File: config.mk
export PLATFORM = sky130hd
export DESIGN_NAME = saturating_audio_mixer_top
export DESIGN_NICKNAME = d
export VERILOG_FILES = /design/src/rtl/core/smx_pkg.sv /design/src/rtl/core/smx_front.sv /design/src/rtl/core/smx_queue.sv /design/src/rtl/core/smx_back.sv /design/src/rtl/core/saturating_audio_mixer_top.sv
export SDC_FILE = /design/constraint.sdc
export NUM_CORES = 2
export LEC_CHECK = 0
export BUFFER_PORTS_ARGS = -buffer_cell sky130_fd_sc_hd__buf_2
export CAP_MARGIN = 30
export CORE_MARGIN = 3
export CORE_UTILIZATION = 70
export CTS_BUF_LIST = sky130_fd_sc_hd__clkbuf_2 sky130_fd_sc_hd__clkbuf_4 sky130_fd_sc_hd__clkbuf_8
export DETAILED_ROUTE_END_ITERATION = 8
export PLACE_DENSITY = 0.93
export SYNTH_ARGS = -nofsm -noshare
export SYNTH_HDL_FRONTEND = slang
export SYNTH_SLANG_ARGS = --single-unit
File: constraint.sdc
create_clock -name clk -period 21.4 [get_ports clk]
set_input_delay 3.21 -clock clk [delete_from_list [all_inputs] [get_ports clk]]
set_output_delay 3.21 -clock clk [all_outputs]
set_load 0.05 [all_outputs]
File: src/rtl/core/smx_pkg.sv
package smx_pkg;

    localparam int SAMPLE_W    = 32;
    localparam int GAIN_W      = 20;
    localparam int GAIN_FRAC_W = 16;
    localparam int ACC_W       = 41;
    localparam int PROD_W      = SAMPLE_W + GAIN_W;
    localparam int SCALED_W    = PROD_W - GAIN_FRAC_W;
    localparam int CFG_INDEX_W = 1;
    localparam int CFG_DATA_W  = GAIN_W;
    localparam int FMT_W       = 2;

    localparam logic [CFG_INDEX_W-1:0] CFG_SAMPLE_FORMAT = 1'd0;
    localparam logic [CFG_INDEX_W-1:0] CFG_VOLUME_GAIN   = 1'd1;

    typedef enum logic [FMT_W-1:0] {
        FMT_S8  = 2'd0,
        FMT_S16 = 2'd1,
        FMT_S32 = 2'd2
    } smx_fmt_t;

    localparam logic [FMT_W-1:0]  FMT_RESET  = FMT_S16;
    localparam logic [GAIN_W-1:0] GAIN_RESET = 20'd65536;

    typedef struct packed {
        logic [FMT_W-1:0]  sample_format;
        logic [GAIN_W-1:0] volume_gain;
    } smx_cfg_t;

    typedef struct packed {
        logic [SAMPLE_W-1:0] mag;
        logic                neg;
        logic                last;
        logic                eob;
    } smx_entry_t;

    function automatic logic signed [SAMPLE_W-1:0] clamp_to_format(
        input logic signed [ACC_W-1:0] v,
        input logic [FMT_W-1:0]        fmt
    );
        logic signed [ACC_W-1:0] hi;
        logic signed [ACC_W-1:0] lo;
        logic signed [ACC_W-1:0] r;
        case (fmt)
            FMT_S8:
            begin
                hi = ACC_W'(signed'(8'sh7f));
                lo = ACC_W'(signed'(8'sh80));
            end
            FMT_S16:
            begin
                hi = ACC_W'(signed'(16'sh7fff));
                lo = ACC_W'(signed'(16'sh8000));
            end
            default:
            begin
                hi = ACC_W'(signed'(32'sh7fffffff));
                lo = ACC_W'(signed'(32'sh80000000));
            end
        endcase
        if (v > hi)
        begin
            r = hi;
        end
        else if (v < lo)
        begin
            r = lo;
        end
        else
        begin
            r = v;
        end
        return r[SAMPLE_W-1:0];
    endfunction

endpackage

File: src/rtl/core/smx_front.sv
module smx_front (
    input  logic                       in_valid,
    output logic                       in_stall,
    input  logic signed [31:0]         source_sample,
    input  logic                       last_source,
    input  logic                       end_of_block,
    input  logic [1:0]                 sample_format,
    input  logic                       queue_full,
    output logic                       push,
    output smx_pkg::smx_entry_t        push_entry
);
    import smx_pkg::*;

    logic signed [SAMPLE_W-1:0] sample_ext;

    always_comb
    begin
        case (sample_format)
            FMT_S8:  sample_ext = SAMPLE_W'(signed'(source_sample[7:0]));
            FMT_S16: sample_ext = SAMPLE_W'(signed'(source_sample[15:0]));
            default: sample_ext = source_sample;
        endcase
    end

    always_comb
    begin
        push_entry.neg  = sample_ext[SAMPLE_W-1];
        push_entry.mag  = sample_ext[SAMPLE_W-1] ? (~sample_ext + SAMPLE_W'(1)) : sample_ext;
        push_entry.last = last_source;
        push_entry.eob  = end_of_block;
    end

    assign in_stall = queue_full;
    assign push     = in_valid && !queue_full;

endmodule

File: src/rtl/core/smx_queue.sv
module smx_queue #(
    parameter int DEPTH = 4
) (
    input  logic                clk,
    input  logic                rst_n,
    input  logic                push,
    input  smx_pkg::smx_entry_t push_entry,
    input  logic                pop,
    output logic                full,
    output logic                empty,
    output smx_pkg::smx_entry_t head_entry
);
    import smx_pkg::*;

    localparam int PTR_W   = $clog2(DEPTH);
    localparam int COUNT_W = $clog2(DEPTH + 1);

    smx_entry_t         slot_reg [DEPTH];
    logic [PTR_W-1:0]   wr_ptr_reg;
    logic [PTR_W-1:0]   wr_ptr_next;
    logic [PTR_W-1:0]   rd_ptr_reg;
    logic [PTR_W-1:0]   rd_ptr_next;
    logic [COUNT_W-1:0] count_reg;
    logic [COUNT_W-1:0] count_next;

    assign full       = (count_reg == COUNT_W'(DEPTH));
    assign empty      = (count_reg == '0);
    assign head_entry = slot_reg[rd_ptr_reg];

    always_comb
    begin
        wr_ptr_next = wr_ptr_reg;
        rd_ptr_next = rd_ptr_reg;
        if (push)
        begin
            wr_ptr_next = (wr_ptr_reg == PTR_W'(DEPTH - 1)) ? '0 : wr_ptr_reg + PTR_W'(1);
        end
        if (pop)
        begin
            rd_ptr_next = (rd_ptr_reg == PTR_W'(DEPTH - 1)) ? '0 : rd_ptr_reg + PTR_W'(1);
        end
        case ({push, pop})
            2'b10:   count_next = count_reg + COUNT_W'(1);
            2'b01:   count_next = count_reg - COUNT_W'(1);
            default: count_next = count_reg;
        endcase
    end

    always_ff @(posedge clk or negedge rst_n)
    begin
        if (!rst_n)
        begin
            wr_ptr_reg <= '0;
            rd_ptr_reg <= '0;
            count_reg  <= '0;
        end
        else
        begin
            wr_ptr_reg <= wr_ptr_next;
            rd_ptr_reg <= rd_ptr_next;
            count_reg  <= count_next;
        end
    end

    always_ff @(posedge clk)
    begin
        if (push)
        begin
            slot_reg[wr_ptr_reg] <= push_entry;
        end
    end

    a_no_overfill: assert property (@(posedge clk) disable iff (!rst_n)
        count_reg <= COUNT_W'(DEPTH))
        else $error("Queue holds more entries than its depth.");

    a_no_push_when_full: assert property (@(posedge clk) disable iff (!rst_n)
        full |-> !push)
        else $error("Transfer into a full queue.");

    a_no_pop_when_empty: assert property (@(posedge clk) disable iff (!rst_n)
        empty |-> !pop)
        else $error("Read from an empty queue.");

endmodule

File: src/rtl/core/smx_back.sv
module smx_back (
    input  logic                       clk,
    input  logic                       rst_n,
    input  smx_pkg::smx_cfg_t          cfg,
    input  logic                       queue_empty,
    input  smx_pkg::smx_entry_t        head_entry,
    output logic                       pop,
    output logic                       out_valid,
    input  logic                       out_stall,
    output logic signed [31:0]         mixed_sample,
    output logic                       last_of_block
);
    import smx_pkg::*;

    logic                       advance;

    logic                       s1_valid_reg;
    logic                       s1_valid_next;
    logic [PROD_W-1:0]          s1_prod_reg;
    logic                       s1_neg_reg;
    logic                       s1_last_reg;
    logic                       s1_eob_reg;

    logic                       s2_valid_reg;
    logic                       s2_valid_next;
    logic signed [SAMPLE_W-1:0] s2_term_reg;
    logic                       s2_last_reg;
    logic                       s2_eob_reg;

    logic signed [ACC_W-1:0]    acc_reg;
    logic signed [ACC_W-1:0]    acc_next;
    logic                       out_valid_reg;
    logic                       out_valid_next;
    logic signed [SAMPLE_W-1:0] out_sample_reg;
    logic                       out_eob_reg;

    logic [PROD_W-1:0]          product;
    logic [SCALED_W-1:0]        scaled_mag;
    logic signed [SCALED_W:0]   scaled;
    logic signed [SAMPLE_W-1:0] term;
    logic signed [ACC_W:0]      acc_sum;
    logic signed [ACC_W-1:0]    acc_sat;
    logic                       emit;

    assign advance = !out_valid_reg || !out_stall;
    assign pop     = advance && !queue_empty;
    assign emit    = advance && s2_valid_reg && s2_last_reg;

    assign product = PROD_W'(head_entry.mag) * PROD_W'(cfg.volume_gain);

    always_comb
    begin
        scaled_mag = s1_prod_reg[PROD_W-1:GAIN_FRAC_W];
        scaled     = s1_neg_reg ? -signed'({1'b0, scaled_mag}) : signed'({1'b0, scaled_mag});
        term       = clamp_to_format(ACC_W'(scaled), cfg.sample_format);
    end

    always_comb
    begin
        acc_sum = (ACC_W + 1)'(acc_reg) + (ACC_W + 1)'(s2_term_reg);
        if (acc_sum[ACC_W] != acc_sum[ACC_W-1])
        begin
            acc_sat = acc_sum[ACC_W] ? {1'b1, {(ACC_W - 1){1'b0}}} : {1'b0, {(ACC_W - 1){1'b1}}};
        end
        else
        begin
            acc_sat = acc_sum[ACC_W-1:0];
        end
    end

    always_comb
    begin
        s1_valid_next  = s1_valid_reg;
        s2_valid_next  = s2_valid_reg;
        acc_next       = acc_reg;
        out_valid_next = out_valid_reg && out_stall;
        if (advance)
        begin
            s1_valid_next = pop;
            s2_valid_next = s1_valid_reg;
            if (s2_valid_reg)
            begin
                acc_next = s2_last_reg ? '0 : acc_sat;
            end
            if (emit)
            begin
                out_valid_next = 1'b1;
            end
        end
    end

    always_ff @(posedge clk or negedge rst_n)
    begin
        if (!rst_n)
        begin
            s1_valid_reg  <= 1'b0;
            s2_valid_reg  <= 1'b0;
            acc_reg       <= '0;
            out_valid_reg <= 1'b0;
        end
        else
        begin
            s1_valid_reg  <= s1_valid_next;
            s2_valid_reg  <= s2_valid_next;
            acc_reg       <= acc_next;
            out_valid_reg <= out_valid_next;
        end
    end

    always_ff @(posedge clk)
    begin
        if (advance)
        begin
            s1_prod_reg <= product;
            s1_neg_reg  <= head_entry.neg;
            s1_last_reg <= head_entry.last;
            s1_eob_reg  <= head_entry.eob;
            s2_term_reg <= term;
            s2_last_reg <= s1_last_reg;
            s2_eob_reg  <= s1_eob_reg;
        end
        if (emit)
        begin
            out_sample_reg <= clamp_to_format(acc_sat, cfg.sample_format);
            out_eob_reg    <= s2_eob_reg;
        end
    end

    assign out_valid     = out_valid_reg;
    assign mixed_sample  = out_sample_reg;
    assign last_of_block = out_eob_reg;

    a_acc_cleared_after_emit: assert property (@(posedge clk) disable iff (!rst_n)
        emit |=> (acc_reg == '0))
        else $error("Accumulator not cleared after a result was produced.");

    a_pipe_holds_on_stall: assert property (@(posedge clk) disable iff (!rst_n)
        (out_valid_reg && out_stall) |-> (!pop && !emit))
        else $error("Back pipeline moved while the result was stalled.");

    a_output_in_range: assert property (@(posedge clk) disable iff (!rst_n)
        out_valid_reg |->
            ((cfg.sample_format != FMT_S8)
                || (out_sample_reg <= 32'sd127 && out_sample_reg >= -32'sd128))
            && ((cfg.sample_format != FMT_S16)
                || (out_sample_reg <= 32'sd32767 && out_sample_reg >= -32'sd32768)))
        else $error("Mixed sample outside the format range.");

endmodule

File: src/rtl/core/saturating_audio_mixer_top.sv
// Saturating audio mixer. Each input transfer brings one source sample of one sample position;
// it is scaled by the Q4.16 volume gain, truncated toward zero, clamped to the configured
// format and accumulated, and the transfer marked last_source produces one clamped mixed
// sample. The block takes one input transfer every cycle while its queue is not full, set by
// the single 32 by 20 bit multiplier and the accumulator stage that each handle one sample
// per cycle. A result passes from its last source transfer through the input queue, then the
// multiply and scale stages, and the accumulate stage loads the output register.
// While the output is stalled the queue absorbs up to QUEUE_DEPTH further transfers before
// the input stalls.
module saturating_audio_mixer_top #(
    parameter int QUEUE_DEPTH = 4
) (
    input  logic                                clk,
    input  logic                                rst_n,
    input  logic                                cfg_write,
    input  logic [smx_pkg::CFG_INDEX_W-1:0]     cfg_index,
    input  logic [smx_pkg::CFG_DATA_W-1:0]      cfg_data,
    input  logic                                in_valid,
    output logic                                in_stall,
    input  logic signed [31:0]                  source_sample,
    input  logic                                last_source,
    input  logic                                end_of_block,
    output logic                                out_valid,
    input  logic                                out_stall,
    output logic signed [31:0]                  mixed_sample,
    output logic                                last_of_block
);
    import smx_pkg::*;

    logic [FMT_W-1:0]  sample_format_reg;
    logic [GAIN_W-1:0] volume_gain_reg;
    smx_cfg_t          cfg;
    logic              queue_full;
    logic              queue_empty;
    logic              push;
    logic              pop;
    smx_entry_t        push_entry;
    smx_entry_t        head_entry;

    always_ff @(posedge clk or negedge rst_n)
    begin
        if (!rst_n)
        begin
            sample_format_reg <= FMT_RESET;
            volume_gain_reg   <= GAIN_RESET;
        end
        else if (cfg_write)
        begin
            case (cfg_index)
                CFG_SAMPLE_FORMAT: sample_format_reg <= cfg_data[FMT_W-1:0];
                CFG_VOLUME_GAIN:   volume_gain_reg   <= cfg_data[GAIN_W-1:0];
                default:           volume_gain_reg   <= volume_gain_reg;
            endcase
        end
    end

    assign cfg.sample_format = sample_format_reg;
    assign cfg.volume_gain   = volume_gain_reg;

    smx_front u_front (
        .in_valid      (in_valid),
        .in_stall      (in_stall),
        .source_sample (source_sample),
        .last_source   (last_source),
        .end_of_block  (end_of_block),
        .sample_format (sample_format_reg),
        .queue_full    (queue_full),
        .push          (push),
        .push_entry    (push_entry)
    );

    smx_queue #(
        .DEPTH (QUEUE_DEPTH)
    ) u_queue (
        .clk        (clk),
        .rst_n      (rst_n),
        .push       (push),
        .push_entry (push_entry),
        .pop        (pop),
        .full       (queue_full),
        .empty      (queue_empty),
        .head_entry (head_entry)
    );

    smx_back u_back (
        .clk           (clk),
        .rst_n         (rst_n),
        .cfg           (cfg),
        .queue_empty   (queue_empty),
        .head_entry    (head_entry),
        .pop           (pop),
        .out_valid     (out_valid),
        .out_stall     (out_stall),
        .mixed_sample  (mixed_sample),
        .last_of_block (last_of_block)
    );

endmodule

# After elaboration in Yosys (flattened, before gate mapping)
# Memory sizes are Yosys's and may differ from the RTL's.
# Index checks and enable logic that the tools add are counted.
[totals]
ramBits = 140
reg_bits = 195
n_memories = 1
output_inout_bits = 35
[op_classes]
mul = 1
order_cmp = 4
reduce_logical = 16
eq_ne = 7
n_bitwise = 2
n_mux = 21
add_sub_neg = 7
[memory_table]
columns = ["memory", "words", "width", "read_ports", "rd_clocked_by_memory_dff", "wr", "line_no", "rtl"]
rows = [
  ["u_queue.slot_reg", 4, 35, 1, 0, 1, "smx_queue.sv:18", "smx_entry_t slot_reg [DEPTH];"],
]
[op_table]
columns = ["op", "n"]
rows = [
  ["two-way mux 41 bit", 5],
  ["two-way mux 32 bit", 5],
  ["case mux 31 bit (2 select lines)", 2],
  ["case mux 32 bit (2 select lines)", 1],
  ["multiplier 32 x 20 -> 52 bit", 1],
  ["adder 41 x 32 -> 42 bit", 1],
  ["greater-than comparator 41 bit", 1],
  ["less-than comparator 41 bit", 1],
  ["greater-than comparator 37 x 32 -> 1 bit", 1],
  ["less-than comparator 37 x 32 -> 1 bit", 1],
  ["two-way mux 37 bit", 1],
  ["negation 36 -> 37 bit", 1],
  ["adder 32 x 2 -> 32 bit, second input constant", 1],
  ["inverter 32 bit", 1],
  ["equality test 2 bit, second input constant", 3],
  ["case mux 3 bit (2 select lines)", 1],
  ["AND reduction 2 bit", 3],
  ["logical AND 1 bit", 5],
  ["adder 2 x 1 -> 2 bit, second input constant", 2],
  ["equality test 2 x 1 -> 1 bit, second input constant", 2],
  ["logical NOT 1 bit", 4],
  ["two-way mux 1 bit", 4],
  ["two-way mux 2 bit", 2],
  ["adder 3 x 1 -> 3 bit, second input constant", 1],
  ["other kinds (8)", 8],
]

# Depth between registers and ports, before layout
[logic_depth]
word_depth = 8
ltp_mapped = 32

# Cells and area by module
# A second synthesis with hierarchy kept.
[hier_totals]
hier_cells = 3823
hier_area_um2 = 38473.1
[modules_own_cells]
columns = ["module", "n_inst", "area_each_um2", "seq_area_each_um2", "cells_each"]
rows = [
  ["smx_back", 1, 31011.0, 4284.1, 3396],
  ["smx_queue", 1, 5525.3, 4379.2, 221],
  ["smx_front", 1, 1028.5, 0.0, 158],
  ["saturating_audio_mixer_top", 1, 908.4, 553.0, 48],
]

# Worst setup path before layout
# No wires, ideal clock.
[synth_path]
kind = "flip-flop to flip-flop"
startpoint = "register u_queue.rd_ptr_reg[0]"
endpoint = "register u_back.s1_prod_reg[47] (data pin)"
arrival_time_ns = 8.132
stages_incl_launch_ff = 29
synth_period_minus_slack_ns = 8.390
slack_ns = 13.010
setup_ns = 0.258
n_path_buf = 3
path_cell_list = "dfrtp_1 > buf_2 > buf_1 > mux4_2 > clkbuf_1 > and2_1 > fa_1 > inv_1 > fa_1 > fa_1 > inv_1 > fa_1 > fa_1 > fa_1 > inv_1 > fa_1 > inv_1 > ha_1 > nand4_1 > a2111oi_0 > o21ai_0 > a31o_2 > nor2_1 > o21ai_0 > a21oi_1 > nor2_1 > o311ai_0 > a21oi_1 > xnor2_1"
[synth_via]
elab_chain_cells = 2
[synth_lines]
columns = ["element", "line_no", "rtl"]
rows = [
  ["start, declared", "smx_queue.sv:21", "logic [PTR_W-1:0] rd_ptr_reg;"],
  ["start signal, assigned", "smx_queue.sv:60", "rd_ptr_reg <= rd_ptr_next;"],
  ["memory read (4 x 35 bit)", "-", ""],
  ["multiplier 32 x 20 -> 52 bit", "smx_back.sv:49", "assign product = PROD_W'(head_entry.mag) * PROD_W'(cfg.volume_gain);"],
  ["named net u_back.product[47]", "smx_back.sv:37", "logic [PROD_W-1:0] product;"],
  ["end signal, assigned", "smx_back.sv:114", "s1_prod_reg <= product;"],
  ["end, declared", "smx_back.sv:19", "logic [PROD_W-1:0] s1_prod_reg;"],
]
# The timed path passes the listed nets, and every way through them passes these cells.
# A chain may end at the register's enable or synchronous reset.

# Final worst setup path
[layout_path]
startpoint = "register u_queue.rd_ptr_reg[0]"
endpoint = "register u_back.s1_prod_reg[45] (data pin)"
# Same word-level chain as after synthesis.

==> impl_metrics.py <==
metrics = {
    "global_route": {
        "grt_pass1_wl_um": 167500,
        "gr-total-overflow": 0,
        "first_global_vias": 31610,
        "antenna_found_initial": 4,
        "grt_max_degree": 78,
        "grt_use_total": 0.3790,
    },
    "synth": {
        "syn_area_um2": 37950,
        "ys_types": 82,
        "synth_top_family_by_area": "adder cells",
        "synth_area_leaders": "fa_1, edfxtp_1, ha_1",
        "synth_fa_ha_area_frac": 0.3845,
        "netlist_instances": 3780,
        "synth_xor_area_frac": 0.02862,
        "synth-edff-count": 246,
        "synthSimpleGateAreaFrac": 0.1425,
        "synth_top_area_share": 0.2833,
        "synth_flop_cell": "edfxtp_1",
        "seq_area_frac_synth": 0.2428,
        "yosys_warnings": 0,
        "ys_async_sr_fraction": 0.2288,
        "synth.largest_area_cell": "fa_1",
        "ys_seq_elements": 319,
        "synth_nets": 4684,
        "avgSynthCellArea_um2": 10.04,
        "synth_compound_area_frac": 0.08898,
        "synthMuxAreaShare": 0.03280,
    },
    "clocking": {
        "hold_buffers": 0,
        "numCtsBuffers": 54,
        "path_clk_slew_ps": 60,
        "clockBufferDepth": 3,
        "cts.htree.levels": 2,
        "insertion_delay_ps": 730,
        "cts_setup_buffers": 0,
        "cts.sinks": 319,
        "cts_resized": 0,
        "root_buffer": "clkbuf_8",
        "cts_tree": "done",
    },
    "timing": {
        "fmax_mhz": 99.77,
        "maxSlewViolCount": 0,
        "final-hold-violation-count": 0,
        "fin_setup_tns_ps": 0,
        "setup-violations-final": 0,
        "clock_skew_ps": 77.89,
        "tightestPinTransition_ps": 1130,
        "fin_hold_ws_ps": 422.5,
        "rsz0062_at_grt": "no",
        "finalCriticalPeriod_ps": 10020,
        "finalCritPeriodShare": 0.4684,
        "slew_headroom": 0.2249,
    },
    "floorplan": {
        "dieHeight_um": 238.8,
        "std_cell_rows": 84,
        "die_w_um": 238.8,
        "initial_utilization": 0.7150,
        "io_pins": 95,
        "die_area_um2": 57050,
        "core_area_um2": 53080,
    },
    "job": {
        "drv_cap": 0,
    },
    "setup_path": {
        "crit_end": "u_back.s1_prod_reg[45]$_DFFE_PN_",
        "worstPathMaxFanout": 23,
        "r2r_cells": 26,
        "critPathSlowestCell": "dfrtp_2",
        "crit_path_end_kind": "flip-flop",
        "regToRegSetupSlack_ps": 11380,
        "crit_top_cell": "fa_1",
        "critPathTopFamily": "adder cells",
        "crit_start": "u_queue.rd_ptr_reg[0]$_DFFE_PN0P_",
        "worstSetupStartpointType": "flip-flop",
        "r2r-start": "u_queue.rd_ptr_reg[0]$_DFFE_PN0P_",
        "max_stage_delay_ps": 1030,
        "critical_path_class": "reg -> reg",
        "crit_cells": 26,
        "critPathArrivalTime_ps": 10540,
        "cp.buffers_inverters": 6,
        "r2r-end": "u_back.s1_prod_reg[45]$_DFFE_PN_",
        "required_ps": 21920,
    },
    "routing": {
        "via_count": 29490,
        "viasPerCell": 6.505,
        "drc": 0,
        "drtIter0Drc": 3497,
        "wl_per_cell_um": 23.36,
        "totalWireLength_um": 105900,
        "dr.pass1.iters": 6,
        "ant_nets": 0,
    },
    "placement": {
        "dpl_cell_area_um2": 39010,
        "dp_hpwl_um": 76920,
        "gp_congestion": 0.9419,
        "port_buffers": 94,
    },
    "finish": {
        "drive_gt1_frac": 0.08819,
        "syn2layout_area_growth_pct": 5.839,
        "nets": 4702,
        "largest_reg_flops": 140,
        "most-common-layout-cells": "inv_1, fa_1, nand2_1",
        "final_core_util": 0.7568,
        "postLayoutCellArea_um2": 40170,
        "final_common_cell": "inv_1",
    },
    "outcome": {
        "status": "finished clean",
    },
    "worst_hold_path": {
        "hp-class": "reg -> reg",
    },
}
## routing by layer
metal	GRT usage	vias to the layer above	routed length, um
li1	-	12250	-
met1	0.4595	14300	35390
met2	0.6164	2265	50000
met3	0.07983	678	11620
met4	0.2562	0	8897
met5	0	-	0
## worst reg2reg max path: cells and delay by family (launching register included)
family	cells	cell delay, ps
simple gates	4	990
flops	1	1030
fa+ha+maj	8	4010
mux	1	810
buf+inv	6	810
compound gates	7	2220
## area by class of cell
| cell class | instances | area, um^2 |
|---|---|---|
| Clock buffer | 79 | 993.5 |
| Timing Repair Buffer | 135 | 880.8 |
| Clock inverter | 23 | 131.4 |
| Antenna cell | 2 | 5.005 |
| Tap cell | 688 | 860.8 |
| Multi-Input combinational cell | 2659 | 25720 |
| Fill cell | 3094 | 12910 |
| Sequential cell | 319 | 9219 |
| Inverter | 629 | 2361 |
## cell usage after synthesis (6+ instances only)
| master | count |
|---|---|
| mux4_2 | 35 |
| and3_1 | 10 |
| ha_1 | 307 |
| nand2b_1 | 10 |
| mux2i_1 | 11 |
| or4_1 | 8 |
| and2_1 | 330 |
| nand4_1 | 16 |
| clkbuf_1 | 161 |
| nand3_1 | 27 |
| a21boi_0 | 7 |
| xor2_1 | 63 |
| nor4_1 | 17 |
| fa_1 | 537 |
| and4_1 | 6 |
| a211o_1 | 6 |
| a211oi_1 | 8 |
| a2111oi_0 | 8 |
| xnor2_1 | 61 |
| o31ai_1 | 24 |
| o31a_1 | 7 |
| a21o_1 | 26 |
| nand2_1 | 462 |
| o21bai_1 | 20 |
| o211ai_1 | 8 |
| nor2b_1 | 20 |
| or2_2 | 11 |
| o41ai_1 | 9 |
| o21ba_2 | 11 |
| dfrtp_1 | 71 |
| o21ai_1 | 6 |
| nor3_1 | 24 |
| buf_2 | 7 |
| inv_1 | 629 |
| o21ai_0 | 151 |
| nor2_1 | 115 |
| or3_1 | 19 |
| a22o_1 | 11 |
| mux2_2 | 27 |
| a21oi_1 | 140 |
| o21a_1 | 32 |
| edfxtp_1 | 246 |
## how the worst min path moves through the flow
stage	startpoint	endpoint	slack (ps)	cells past startpoint
floorplan	u_back.s2_eob_reg$_DFFE_PN_	u_back.last_of_block$_DFFE_PP_	400	0
global placement	u_back.s1_eob_reg$_DFFE_PN_	u_back.s2_eob_reg$_DFFE_PN_	400	0
detailed placement	u_back.s2_eob_reg$_DFFE_PN_	u_back.last_of_block$_DFFE_PP_	410	0
CTS	u_back.s2_eob_reg$_DFFE_PN_	u_back.last_of_block$_DFFE_PP_	430	0
global route	u_back.s1_last_reg$_DFFE_PN_	u_back.s2_last_reg$_DFFE_PN_	450	0
finish	u_back.s2_eob_reg$_DFFE_PN_	u_back.last_of_block$_DFFE_PP_	420	0
## cell families (layout without fill, tap and decap cells)
| kind of cell | after synthesis | in the layout |
|---|---|---|
| mux | 76 | 76 |
| xor+xnor | 124 | 124 |
| flops | 319 | 319 |
| compound gates | 522 | 522 |
| buf+inv | 802 | 866 |
| fa+ha+maj | 844 | 844 |
| simple gates | 1093 | 1093 |
| other cells | 0 | 2 |
## per-stage QoR
stage	setup WS, ps	cells
3_3_place_gp	12120	4424
5_1_grt	11090	4534
6_report	11380	4534
4_1_cts	11630	4531
3_5_place_dp	11750	4429
2_1_floorplan	13010	3780
Power is not shown: default switching activity piles up to over one toggle a cycle in this logic, so the estimate is an artifact.
